`config.mk`:
```
export PLATFORM = sky130hd
export DESIGN_NAME = alarm_clock_alert_controller
export DESIGN_NICKNAME = d
export VERILOG_FILES = /design/src/design/acac_pkg.sv /design/src/design/alarm_clock_alert_controller.sv /design/src/design/acac_ctrl.sv /design/src/design/acac_dp.sv
export SDC_FILE = /design/constraint.sdc
export NUM_CORES = 1
export LEC_CHECK = 0
export BUFFER_PORTS_ARGS = -buffer_cell sky130_fd_sc_hd__buf_4
export CORE_MARGIN = 2
export CORE_UTILIZATION = 47
export CTS_BUF_LIST = sky130_fd_sc_hd__clkbuf_2 sky130_fd_sc_hd__clkbuf_4 sky130_fd_sc_hd__clkbuf_8
export DETAILED_ROUTE_END_ITERATION = 12
export PLACE_DENSITY = 0.68
export SETUP_SLACK_MARGIN = 0.1
export SYNTH_ARGS = -nofsm -noshare
export SYNTH_HDL_FRONTEND = slang
export SYNTH_SLANG_ARGS = --single-unit
```
`constraint.sdc`:
```
create_clock -name clk -period 10.1 [get_ports clk]
set_input_delay 0.505 -clock clk [delete_from_list [all_inputs] [get_ports clk]]
set_output_delay 0.505 -clock clk [all_outputs]
set_load 0.01 [all_outputs]
```
`src/design/acac_pkg.sv`:
```
package acac_pkg;

  localparam int TABLE_SLOTS = 16;
  localparam int SLOT_W      = (TABLE_SLOTS > 1) ? $clog2(TABLE_SLOTS) : 1;

  localparam int CFG_IDX_W  = 3;
  localparam int CFG_DATA_W = 19;
  localparam int IN_DATA_W  = 32;
  localparam int OUT_DATA_W = 16;

  localparam int IN_USE_W   = 5;
  localparam int WINDOW_W   = 6;
  localparam int BLINK_W    = 10;
  localparam int TIMEOUT_W  = 19;
  localparam int RING_W     = 16;

  // command codes
  localparam logic [1:0] CMD_TICK      = 2'd0;
  localparam logic [1:0] CMD_WRITE     = 2'd1;
  localparam logic [1:0] CMD_STOP      = 2'd2;
  localparam logic [1:0] CMD_COUNTDOWN = 2'd3;

  // screen action codes
  localparam logic [1:0] SCR_NONE  = 2'd0;
  localparam logic [1:0] SCR_ALARM = 2'd1;
  localparam logic [1:0] SCR_TIMER = 2'd2;
  localparam logic [1:0] SCR_BLANK = 2'd3;

  // configuration register indexes
  localparam logic [CFG_IDX_W-1:0] CFG_ALARMS_IN_USE    = 3'd0;
  localparam logic [CFG_IDX_W-1:0] CFG_MATCH_WINDOW_S   = 3'd1;
  localparam logic [CFG_IDX_W-1:0] CFG_ALARM_BLINK_MS   = 3'd2;
  localparam logic [CFG_IDX_W-1:0] CFG_ALARM_TIMEOUT_MS = 3'd3;
  localparam logic [CFG_IDX_W-1:0] CFG_TIMER_BLINK_MS   = 3'd4;
  localparam logic [CFG_IDX_W-1:0] CFG_TIMER_RING_MS    = 3'd5;

  localparam logic [IN_USE_W-1:0]  RST_ALARMS_IN_USE    = 5'd0;
  localparam logic [WINDOW_W-1:0]  RST_MATCH_WINDOW_S   = 6'd5;
  localparam logic [BLINK_W-1:0]   RST_ALARM_BLINK_MS   = 10'd500;
  localparam logic [TIMEOUT_W-1:0] RST_ALARM_TIMEOUT_MS = 19'd300000;
  localparam logic [BLINK_W-1:0]   RST_TIMER_BLINK_MS   = 10'd250;
  localparam logic [RING_W-1:0]    RST_TIMER_RING_MS    = 16'd5000;

  typedef struct packed {
    logic [4:0] hr;
    logic [5:0] mn;
    logic [6:0] days;
  } acac_entry_t;

  typedef enum logic [1:0] {
    ST_IDLE,
    ST_SCAN,
    ST_APPLY
  } acac_state_t;

  typedef struct packed {
    logic load;
    logic scan_step;
    logic apply;
  } acac_cmd_t;

  typedef struct packed {
    logic need_scan;
    logic slot_match;
    logic scan_last;
    logic out_free;
  } acac_sts_t;

endpackage

```
`src/design/alarm_clock_alert_controller.sv`:
```
// Channel  | Direction | Handshake            | Payload
// in_      | slave     | in_tvalid/in_tready  | tuser command, tdata time and entry
// out_     | master    | out_tvalid/out_tready| tdata alert, ringing, slot, screen
// cfg_     | write     | cfg_valid/cfg_ready  | cfg_index, cfg_data
//
// On a tick with no alarm ringing and alarms in use, the table scan reads one
// slot per cycle and ends at the first hit or at the last slot in use.
// Reset is synchronous and clears control state and table enable bits at once.
// The result waits in an output register; the next item is accepted meanwhile
// and holds in its last step until that register is free. cfg_ready stays high.
module alarm_clock_alert_controller (
  input  logic                                 clk,
  input  logic                                 rst_n,
  input  logic                                 in_tvalid,
  output logic                                 in_tready,
  input  logic [1:0]                           in_tuser,  // command
  // hour, minute, second, weekday, entry_index, entry_enable, day_mask
  input  logic [acac_pkg::IN_DATA_W-1:0]       in_tdata,
  output logic                                 out_tvalid,
  input  logic                                 out_tready,
  // alert_level, alarm_ringing, ringing_slot, countdown_ringing, screen_action, zeros
  output logic [acac_pkg::OUT_DATA_W-1:0]      out_tdata,
  input  logic                                 cfg_valid,
  output logic                                 cfg_ready,
  input  logic [acac_pkg::CFG_IDX_W-1:0]       cfg_index,
  input  logic [acac_pkg::CFG_DATA_W-1:0]      cfg_data
);
  import acac_pkg::*;

  acac_cmd_t cmd;
  acac_sts_t sts;

  assign cfg_ready = 1'b1;

  acac_ctrl u_ctrl (
    .clk       (clk),
    .rst_n     (rst_n),
    .in_tvalid (in_tvalid),
    .in_tready (in_tready),
    .sts       (sts),
    .cmd       (cmd)
  );

  acac_dp u_dp (
    .clk        (clk),
    .rst_n      (rst_n),
    .in_tuser   (in_tuser),
    .in_tdata   (in_tdata),
    .cfg_valid  (cfg_valid),
    .cfg_index  (cfg_index),
    .cfg_data   (cfg_data),
    .cmd        (cmd),
    .sts        (sts),
    .out_tvalid (out_tvalid),
    .out_tready (out_tready),
    .out_tdata  (out_tdata)
  );

endmodule

```
`src/design/acac_ctrl.sv`:
```
module acac_ctrl (
  input  logic                clk,
  input  logic                rst_n,
  input  logic                in_tvalid,
  output logic                in_tready,
  input  acac_pkg::acac_sts_t sts,
  output acac_pkg::acac_cmd_t cmd
);
  import acac_pkg::*;

  acac_state_t state_r, state_nxt;

  always_ff @(posedge clk) begin
    if (!rst_n) begin
      state_r <= ST_IDLE;
    end else begin
      state_r <= state_nxt;
    end
  end

  always_comb begin
    state_nxt     = state_r;
    in_tready     = 1'b0;
    cmd.load      = 1'b0;
    cmd.scan_step = 1'b0;
    cmd.apply     = 1'b0;
    case (state_r)
      ST_IDLE: begin
        in_tready = 1'b1;
        if (in_tvalid) begin
          cmd.load  = 1'b1;
          state_nxt = ST_SCAN;
        end
      end
      ST_SCAN: begin
        if (!sts.need_scan) begin
          state_nxt = ST_APPLY;
        end else begin
          // one slot per cycle, stop at the first hit or the last slot in use
          cmd.scan_step = 1'b1;
          if (sts.slot_match || sts.scan_last) begin
            state_nxt = ST_APPLY;
          end
        end
      end
      ST_APPLY: begin
        if (sts.out_free) begin
          cmd.apply = 1'b1;
          state_nxt = ST_IDLE;
        end
      end
      default: begin
        state_nxt = ST_IDLE;
      end
    endcase
  end

endmodule

```
`src/design/acac_dp.sv`:
```
module acac_dp (
  input  logic                                 clk,
  input  logic                                 rst_n,
  input  logic [1:0]                           in_tuser,
  input  logic [acac_pkg::IN_DATA_W-1:0]       in_tdata,
  input  logic                                 cfg_valid,
  input  logic [acac_pkg::CFG_IDX_W-1:0]       cfg_index,
  input  logic [acac_pkg::CFG_DATA_W-1:0]      cfg_data,
  input  acac_pkg::acac_cmd_t                  cmd,
  output acac_pkg::acac_sts_t                  sts,
  output logic                                 out_tvalid,
  input  logic                                 out_tready,
  output logic [acac_pkg::OUT_DATA_W-1:0]      out_tdata
);
  import acac_pkg::*;

  // latched item
  logic [1:0]        op_r;
  logic [4:0]        hour_r;
  logic [5:0]        minute_r;
  logic [5:0]        second_r;
  logic [2:0]        weekday_r;
  logic [3:0]        eidx_r;
  logic              een_r;
  logic [6:0]        emask_r;
  logic [SLOT_W-1:0] scan_idx_r;
  logic              hit_r;

  // alarm table: enable bits are reset, payload is not
  logic [TABLE_SLOTS-1:0] ten_r;
  acac_entry_t            tent_r [TABLE_SLOTS];

  // configuration
  logic [IN_USE_W-1:0]  in_use_r;
  logic [WINDOW_W-1:0]  window_r;
  logic [BLINK_W-1:0]   ablink_r;
  logic [TIMEOUT_W-1:0] atimeout_r;
  logic [BLINK_W-1:0]   tblink_r;
  logic [RING_W-1:0]    tring_r;

  // alert state
  logic                 aact_r, aact_nxt;
  logic [3:0]           aslot_r, aslot_nxt;
  logic [TIMEOUT_W-1:0] ring_el_r, ring_el_nxt;
  logic [BLINK_W-1:0]   acnt_r, acnt_nxt;
  logic                 aphase_r, aphase_nxt;
  logic                 cact_r, cact_nxt;
  logic [RING_W-1:0]    cel_r, cel_nxt;
  logic [BLINK_W-1:0]   ccnt_r, ccnt_nxt;
  logic                 cphase_r, cphase_nxt;
  logic [1:0]           screen_nxt;

  logic                  out_valid_r;
  logic [OUT_DATA_W-1:0] out_data_r;

  acac_entry_t       cur;
  logic [7:0]        days8;
  logic              wr_ok;
  logic [SLOT_W-1:0] wr_addr;

  assign cur   = tent_r[scan_idx_r];
  assign days8 = {1'b0, cur.days};
  assign wr_ok   = 32'(eidx_r) < TABLE_SLOTS;
  assign wr_addr = SLOT_W'(eidx_r);

  assign sts.need_scan  = (op_r == CMD_TICK) && !aact_r && (in_use_r != '0);
  assign sts.slot_match = ten_r[scan_idx_r] && (cur.hr == hour_r) && (cur.mn == minute_r) &&
                          (6'(second_r) < window_r) && (weekday_r != 3'd7) &&
                          days8[weekday_r];
  assign sts.scan_last  = (32'(scan_idx_r) + 32'd1 >= 32'(in_use_r)) ||
                          (32'(scan_idx_r) + 32'd1 >= TABLE_SLOTS);
  assign sts.out_free   = !out_valid_r || out_tready;

  always_ff @(posedge clk) begin
    if (cmd.load) begin
      op_r      <= in_tuser;
      hour_r    <= in_tdata[4:0];
      minute_r  <= in_tdata[10:5];
      second_r  <= in_tdata[16:11];
      weekday_r <= in_tdata[19:17];
      eidx_r    <= in_tdata[23:20];
      een_r     <= in_tdata[24];
      emask_r   <= in_tdata[31:25];
    end
  end

  always_ff @(posedge clk) begin
    if (!rst_n) begin
      scan_idx_r <= '0;
      hit_r      <= 1'b0;
    end else if (cmd.load) begin
      scan_idx_r <= '0;
      hit_r      <= 1'b0;
    end else if (cmd.scan_step) begin
      if (sts.slot_match) begin
        hit_r <= 1'b1;
      end else if (!sts.scan_last) begin
        scan_idx_r <= scan_idx_r + SLOT_W'(1);
      end
    end
  end

  always_ff @(posedge clk) begin
    if (!rst_n) begin
      ten_r <= '0;
    end else if (cmd.apply && (op_r == CMD_WRITE) && wr_ok) begin
      ten_r[wr_addr] <= een_r;
    end
  end

  always_ff @(posedge clk) begin
    if (cmd.apply && (op_r == CMD_WRITE) && wr_ok) begin
      tent_r[wr_addr] <= '{hr: hour_r, mn: minute_r, days: emask_r};
    end
  end

  always_ff @(posedge clk) begin
    if (!rst_n) begin
      in_use_r   <= RST_ALARMS_IN_USE;
      window_r   <= RST_MATCH_WINDOW_S;
      ablink_r   <= RST_ALARM_BLINK_MS;
      atimeout_r <= RST_ALARM_TIMEOUT_MS;
      tblink_r   <= RST_TIMER_BLINK_MS;
      tring_r    <= RST_TIMER_RING_MS;
    end else if (cfg_valid) begin
      case (cfg_index)
        CFG_ALARMS_IN_USE:    in_use_r   <= cfg_data[IN_USE_W-1:0];
        CFG_MATCH_WINDOW_S:   window_r   <= cfg_data[WINDOW_W-1:0];
        CFG_ALARM_BLINK_MS:   ablink_r   <= cfg_data[BLINK_W-1:0];
        CFG_ALARM_TIMEOUT_MS: atimeout_r <= cfg_data[TIMEOUT_W-1:0];
        CFG_TIMER_BLINK_MS:   tblink_r   <= cfg_data[BLINK_W-1:0];
        CFG_TIMER_RING_MS:    tring_r    <= cfg_data[RING_W-1:0];
        default: begin
        end
      endcase
    end
  end

  always_comb begin
    aact_nxt    = aact_r;
    aslot_nxt   = aslot_r;
    ring_el_nxt = ring_el_r;
    acnt_nxt    = acnt_r;
    aphase_nxt  = aphase_r;
    cact_nxt    = cact_r;
    cel_nxt     = cel_r;
    ccnt_nxt    = ccnt_r;
    cphase_nxt  = cphase_r;
    screen_nxt  = SCR_NONE;
    case (op_r)
      CMD_STOP: begin
        aact_nxt   = 1'b0;
        aslot_nxt  = '0;
        aphase_nxt = 1'b0;
        cact_nxt   = 1'b0;
        cphase_nxt = 1'b0;
      end
      CMD_COUNTDOWN: begin
        cact_nxt   = 1'b1;
        cel_nxt    = '0;
        ccnt_nxt   = '0;
        cphase_nxt = 1'b0;
      end
      CMD_TICK: begin
        if (hit_r) begin
          aact_nxt    = 1'b1;
          aslot_nxt   = 4'(32'(scan_idx_r));
          ring_el_nxt = '0;
          acnt_nxt    = '0;
          aphase_nxt  = 1'b0;
        end else if (aact_r) begin
          ring_el_nxt = (ring_el_r == '1) ? ring_el_r : ring_el_r + TIMEOUT_W'(1);
          acnt_nxt    = (acnt_r == '1) ? acnt_r : acnt_r + BLINK_W'(1);
          if (acnt_nxt > ablink_r) begin
            acnt_nxt   = '0;
            aphase_nxt = !aphase_r;
            screen_nxt = aphase_nxt ? SCR_ALARM : SCR_BLANK;
          end
          // timeout stops everything, the countdown included
          if (ring_el_nxt > atimeout_r) begin
            aact_nxt   = 1'b0;
            aslot_nxt  = '0;
            aphase_nxt = 1'b0;
            cact_nxt   = 1'b0;
            cphase_nxt = 1'b0;
          end
        end
        if (cact_nxt) begin
          cel_nxt = (cel_r == '1) ? cel_r : cel_r + RING_W'(1);
          if (cel_nxt < tring_r) begin
            ccnt_nxt = (ccnt_r == '1) ? ccnt_r : ccnt_r + BLINK_W'(1);
            if (ccnt_nxt > tblink_r) begin
              ccnt_nxt   = '0;
              cphase_nxt = !cphase_r;
              if (screen_nxt == SCR_NONE) begin
                screen_nxt = cphase_nxt ? SCR_TIMER : SCR_BLANK;
              end
            end
          end else begin
            cact_nxt   = 1'b0;
            cphase_nxt = 1'b0;
          end
        end
      end
      default: begin
      end
    endcase
  end

  always_ff @(posedge clk) begin
    if (!rst_n) begin
      aact_r    <= 1'b0;
      aslot_r   <= '0;
      ring_el_r <= '0;
      acnt_r    <= '0;
      aphase_r  <= 1'b0;
      cact_r    <= 1'b0;
      cel_r     <= '0;
      ccnt_r    <= '0;
      cphase_r  <= 1'b0;
    end else if (cmd.apply) begin
      aact_r    <= aact_nxt;
      aslot_r   <= aslot_nxt;
      ring_el_r <= ring_el_nxt;
      acnt_r    <= acnt_nxt;
      aphase_r  <= aphase_nxt;
      cact_r    <= cact_nxt;
      cel_r     <= cel_nxt;
      ccnt_r    <= ccnt_nxt;
      cphase_r  <= cphase_nxt;
    end
  end

  always_ff @(posedge clk) begin
    if (!rst_n) begin
      out_valid_r <= 1'b0;
    end else if (cmd.apply) begin
      out_valid_r <= 1'b1;
    end else if (out_tready) begin
      out_valid_r <= 1'b0;
    end
  end

  always_ff @(posedge clk) begin
    if (cmd.apply) begin
      out_data_r <= {7'd0, screen_nxt, cact_nxt, (aact_nxt ? aslot_nxt : 4'd0), aact_nxt,
                     (aphase_nxt || cphase_nxt)};
    end
  end

  assign out_tvalid = out_valid_r;
  assign out_tdata  = out_data_r;

endmodule

```
==> out/metrics.csv <==
metric,value,unit
max_freq,0.186,GHz
synth_ff_type,edfxtp_1,
grt_pass1_wl,75.7,mm
setup_ws,4.73,ns
place_area,22700,um^2
worstSetupStartpointType,register,
multiInputGateArea,7850,um^2
syn_inst,1663,
path_depth,15,
timing.hold.ws,0.0544,ns
fin_util,54.2,%
final-hold-violation-count,0,
via_count,13807,
min_period,5.37,ns
maxSlewViolCount,0,
dieArea,47500,um^2
worstPathRequired,10.67,ns
finalNonFillerCells,2445,
final.fill_count,3776,
cp.arrival,5.94,ns
dp_cells,2282,
critPathMaxStageDelay,1.11,ns
relSlewSlack,18.9,%
cts_hold_buffers,22,
grt.total_usage,20.8,%
fin_setup_tns,0,ns
ctsResizeCount,0,
path_buf_inv,0,
worst_pin_slew,1.21,ns
wl_per_cell,20.1,um
cpMostUsedCell,nand4_1,
drt.antenna.violating_nets,0,
ys_async_sr_fraction,0,%
first_global_vias,13699,
cp_max_fo,16,
start_util,47.5,%
io_pins,80,
status,completed,
dr.pass1.iters,5,
syn_area,21500,um^2
drv_cap,0,
rr_endpoint,u_dp.cel_r[13],
h-tree-depth,3,
crit_path_end_kind,register,
synth_seq_cells,488,
syn_avg_cell_area,12.9,um^2
slowest_stage,a311oi_2,
crit_chain,nand4_1 -> nor4_1 -> and4_1 -> nand2_1 -> nand3_1 -> nor2_1 -> xor2_1 -> ha_1 -> nand4_1 -> o21bai_1 -> a31oi_1 -> o31a_1 -> o21ai_0 -> a311oi_2 -> a221o_1,
clkLatencyLatePin,0.65,ns
vdd_ir_drop_max,0.105,mV
num-nets-final,1923,
rr_worst_depth,15,
grt_antenna_before_repair,1,
synthTopCellsByCount,"edfxtp_1 (331), nand2_1 (164), dfxtp_1 (157)",
routed_wl,49.2,mm
synth_area_leaders,"edfxtp_1 (46%), dfxtp_1 (15%), mux4_2 (6.6%)",
cts_buffer_depth,3,
place_congestion,0.846,
cts_buffers,81,
final.period_utilization,53.2,%
layout-drive-gt1-share,17.6,%
regToRegSetupSlack,4.73,ns
fin_skew,0.0239,ns
layout.area.seq,13100,um^2
finalPower,4.05,mW
rows,78,
p_leak,8.60,nW
viasPerCell,5.65,
core-area,45300,um^2
synthDistinctLibCells,71,
grt-ovfl-total,0,
dieHeight,218,um
p_per_area,165,nW/um^2
critPathLaunch,u_dp.ring_el_r[4],
setup_viol,0,
crit_end,u_dp.cel_r[13],
synth_top_area_share,46.2,%
final_area,24500,um^2
hp-start,in_tdata[21],
tritoncts,yes,
ys_seq_area_share,60.8,%
drt_iter0_drc,907,
grt_max_degree,56,
clock-sinks,488,
critPathTopFamily,compound AO/OA/AOI/OAI gates,
synth.most_common_cell,edfxtp_1,
yosysTopAreaCell,edfxtp_1,
critPathKind,reg -> reg,
hold_class,in -> reg,
port_buffers,71,
clk_root_buffer_cell,clkbuf_8,
r2r_start,u_dp.ring_el_r[4],
area_growth,14.0,%
insertedDiodeCount,0,
dp_hpwl,30.5,mm
die_w,218,um
synth_edf_count,331,
cts_setup_buffers,0,
clk_pin_slew_worst_paths,0.05,ns
drc,0,
synth_warnings,0,
rsz0062_at_grt,false,
post-place-ws,4.77,ns
-- layout make-up --
class / instances / share of cell area [%]
timing repair buffer: 113 / 3.68
inverter: 82 / 1.25
sequential: 488 / 53.4
clock inverter: 17 / 0.515
tap: 600 / 3.06
multi-input combinational: 1021 / 32.0
clock buffer: 124 / 6.12
-- routing by layer --
metal	vias to the layer above	part of all wire [%]	GRT usage [%]
met2	396	51	36.1
met5	-	0.022	0
met1	6824	41	26.1
li1	6481	-	-
met3	104	5.5	4.18
met4	2	2.6	6.94
-- sequential cells by signal, indices dropped and copies added, names as in the netlist, 5 cells and up, named ones only --
signal / cells
u_dp.ablink_r: 10
u_dp.acnt_r: 10
u_dp.atimeout_r: 19
u_dp.ccnt_r: 10
u_dp.cel_r: 16
u_dp.emask_r: 7
u_dp.hour_r: 5
u_dp.in_use_r: 5
u_dp.minute_r: 6
u_dp.out_tdata: 9
u_dp.ring_el_r: 19
u_dp.second_r: 6
u_dp.tblink_r: 10
u_dp.ten_r: 16
u_dp.tent_r: 288
u_dp.tring_r: 16
u_dp.window_r: 6
-- worst register-to-register path, cell delays in order, from the launching register on --
cell and delay, ns:
dfxtp_1 0.45, nand4_1 0.25, nor4_1 0.69, and4_1 0.36, nand2_1 0.24, nand3_1 0.31
nor2_1 0.13, xor2_1 0.16, ha_1 0.30, nand4_1 0.13, o21bai_1 0.19, a31oi_1 0.19
o31a_1 0.22, o21ai_0 0.30, a311oi_2 1.11, a221o_1 0.29
-- where the power goes --
part	leakage (nW)	switching [mW]	internal, mW	total (mW)
sequential	4.27	0.0296	2.16	2.19
clock	0.864	0.774	0.972	1.75
combinational	3.47	0.0690	0.0464	0.115
total	8.60	0.872	3.17	4.05
-- worst min-delay path by stage --
stage / end / slack [ns] / depth (start not counted)
floorplan: u_dp.ablink_r[1] / 0.44 / 2
global placement: u_dp.atimeout_r[16] / 0.44 / 2
detailed placement: u_dp.tring_r[14] / 0.45 / 2
CTS: u_dp.op_r[1] / 0.002 / 1
global route: u_dp.eidx_r[1] / 0.01 / 1
finish: u_dp.eidx_r[1] / 0.05 / 1
-- cells by family after synthesis --
group / share of synthesized area, %
AOI/OAI and AO/OA: 9.41
xor gates and xnor gates: 2.44
adders and majority gates: 4.36
buffers and inverters: 3.22
DFF: 60.8
muxes: 9.98
other: 0.0349
and+or+nand+nor: 9.73
-- layout by cell type (no fill, tap or decap), types with 33 or more instances in the layout --
master / n
xnor2_1: 40
edfxtp_1: 331
nand2_1: 164
mux4_2: 63
buf_4: 91
nand3_1: 37
mux2i_1: 67
ha_1: 75
a21oi_1: 83
inv_1: 80
o21ai_0: 44
clkbuf_8: 91
clkbuf_4: 33
dfxtp_1: 154
nor2_1: 84
(Power assumes the default switching activity.)
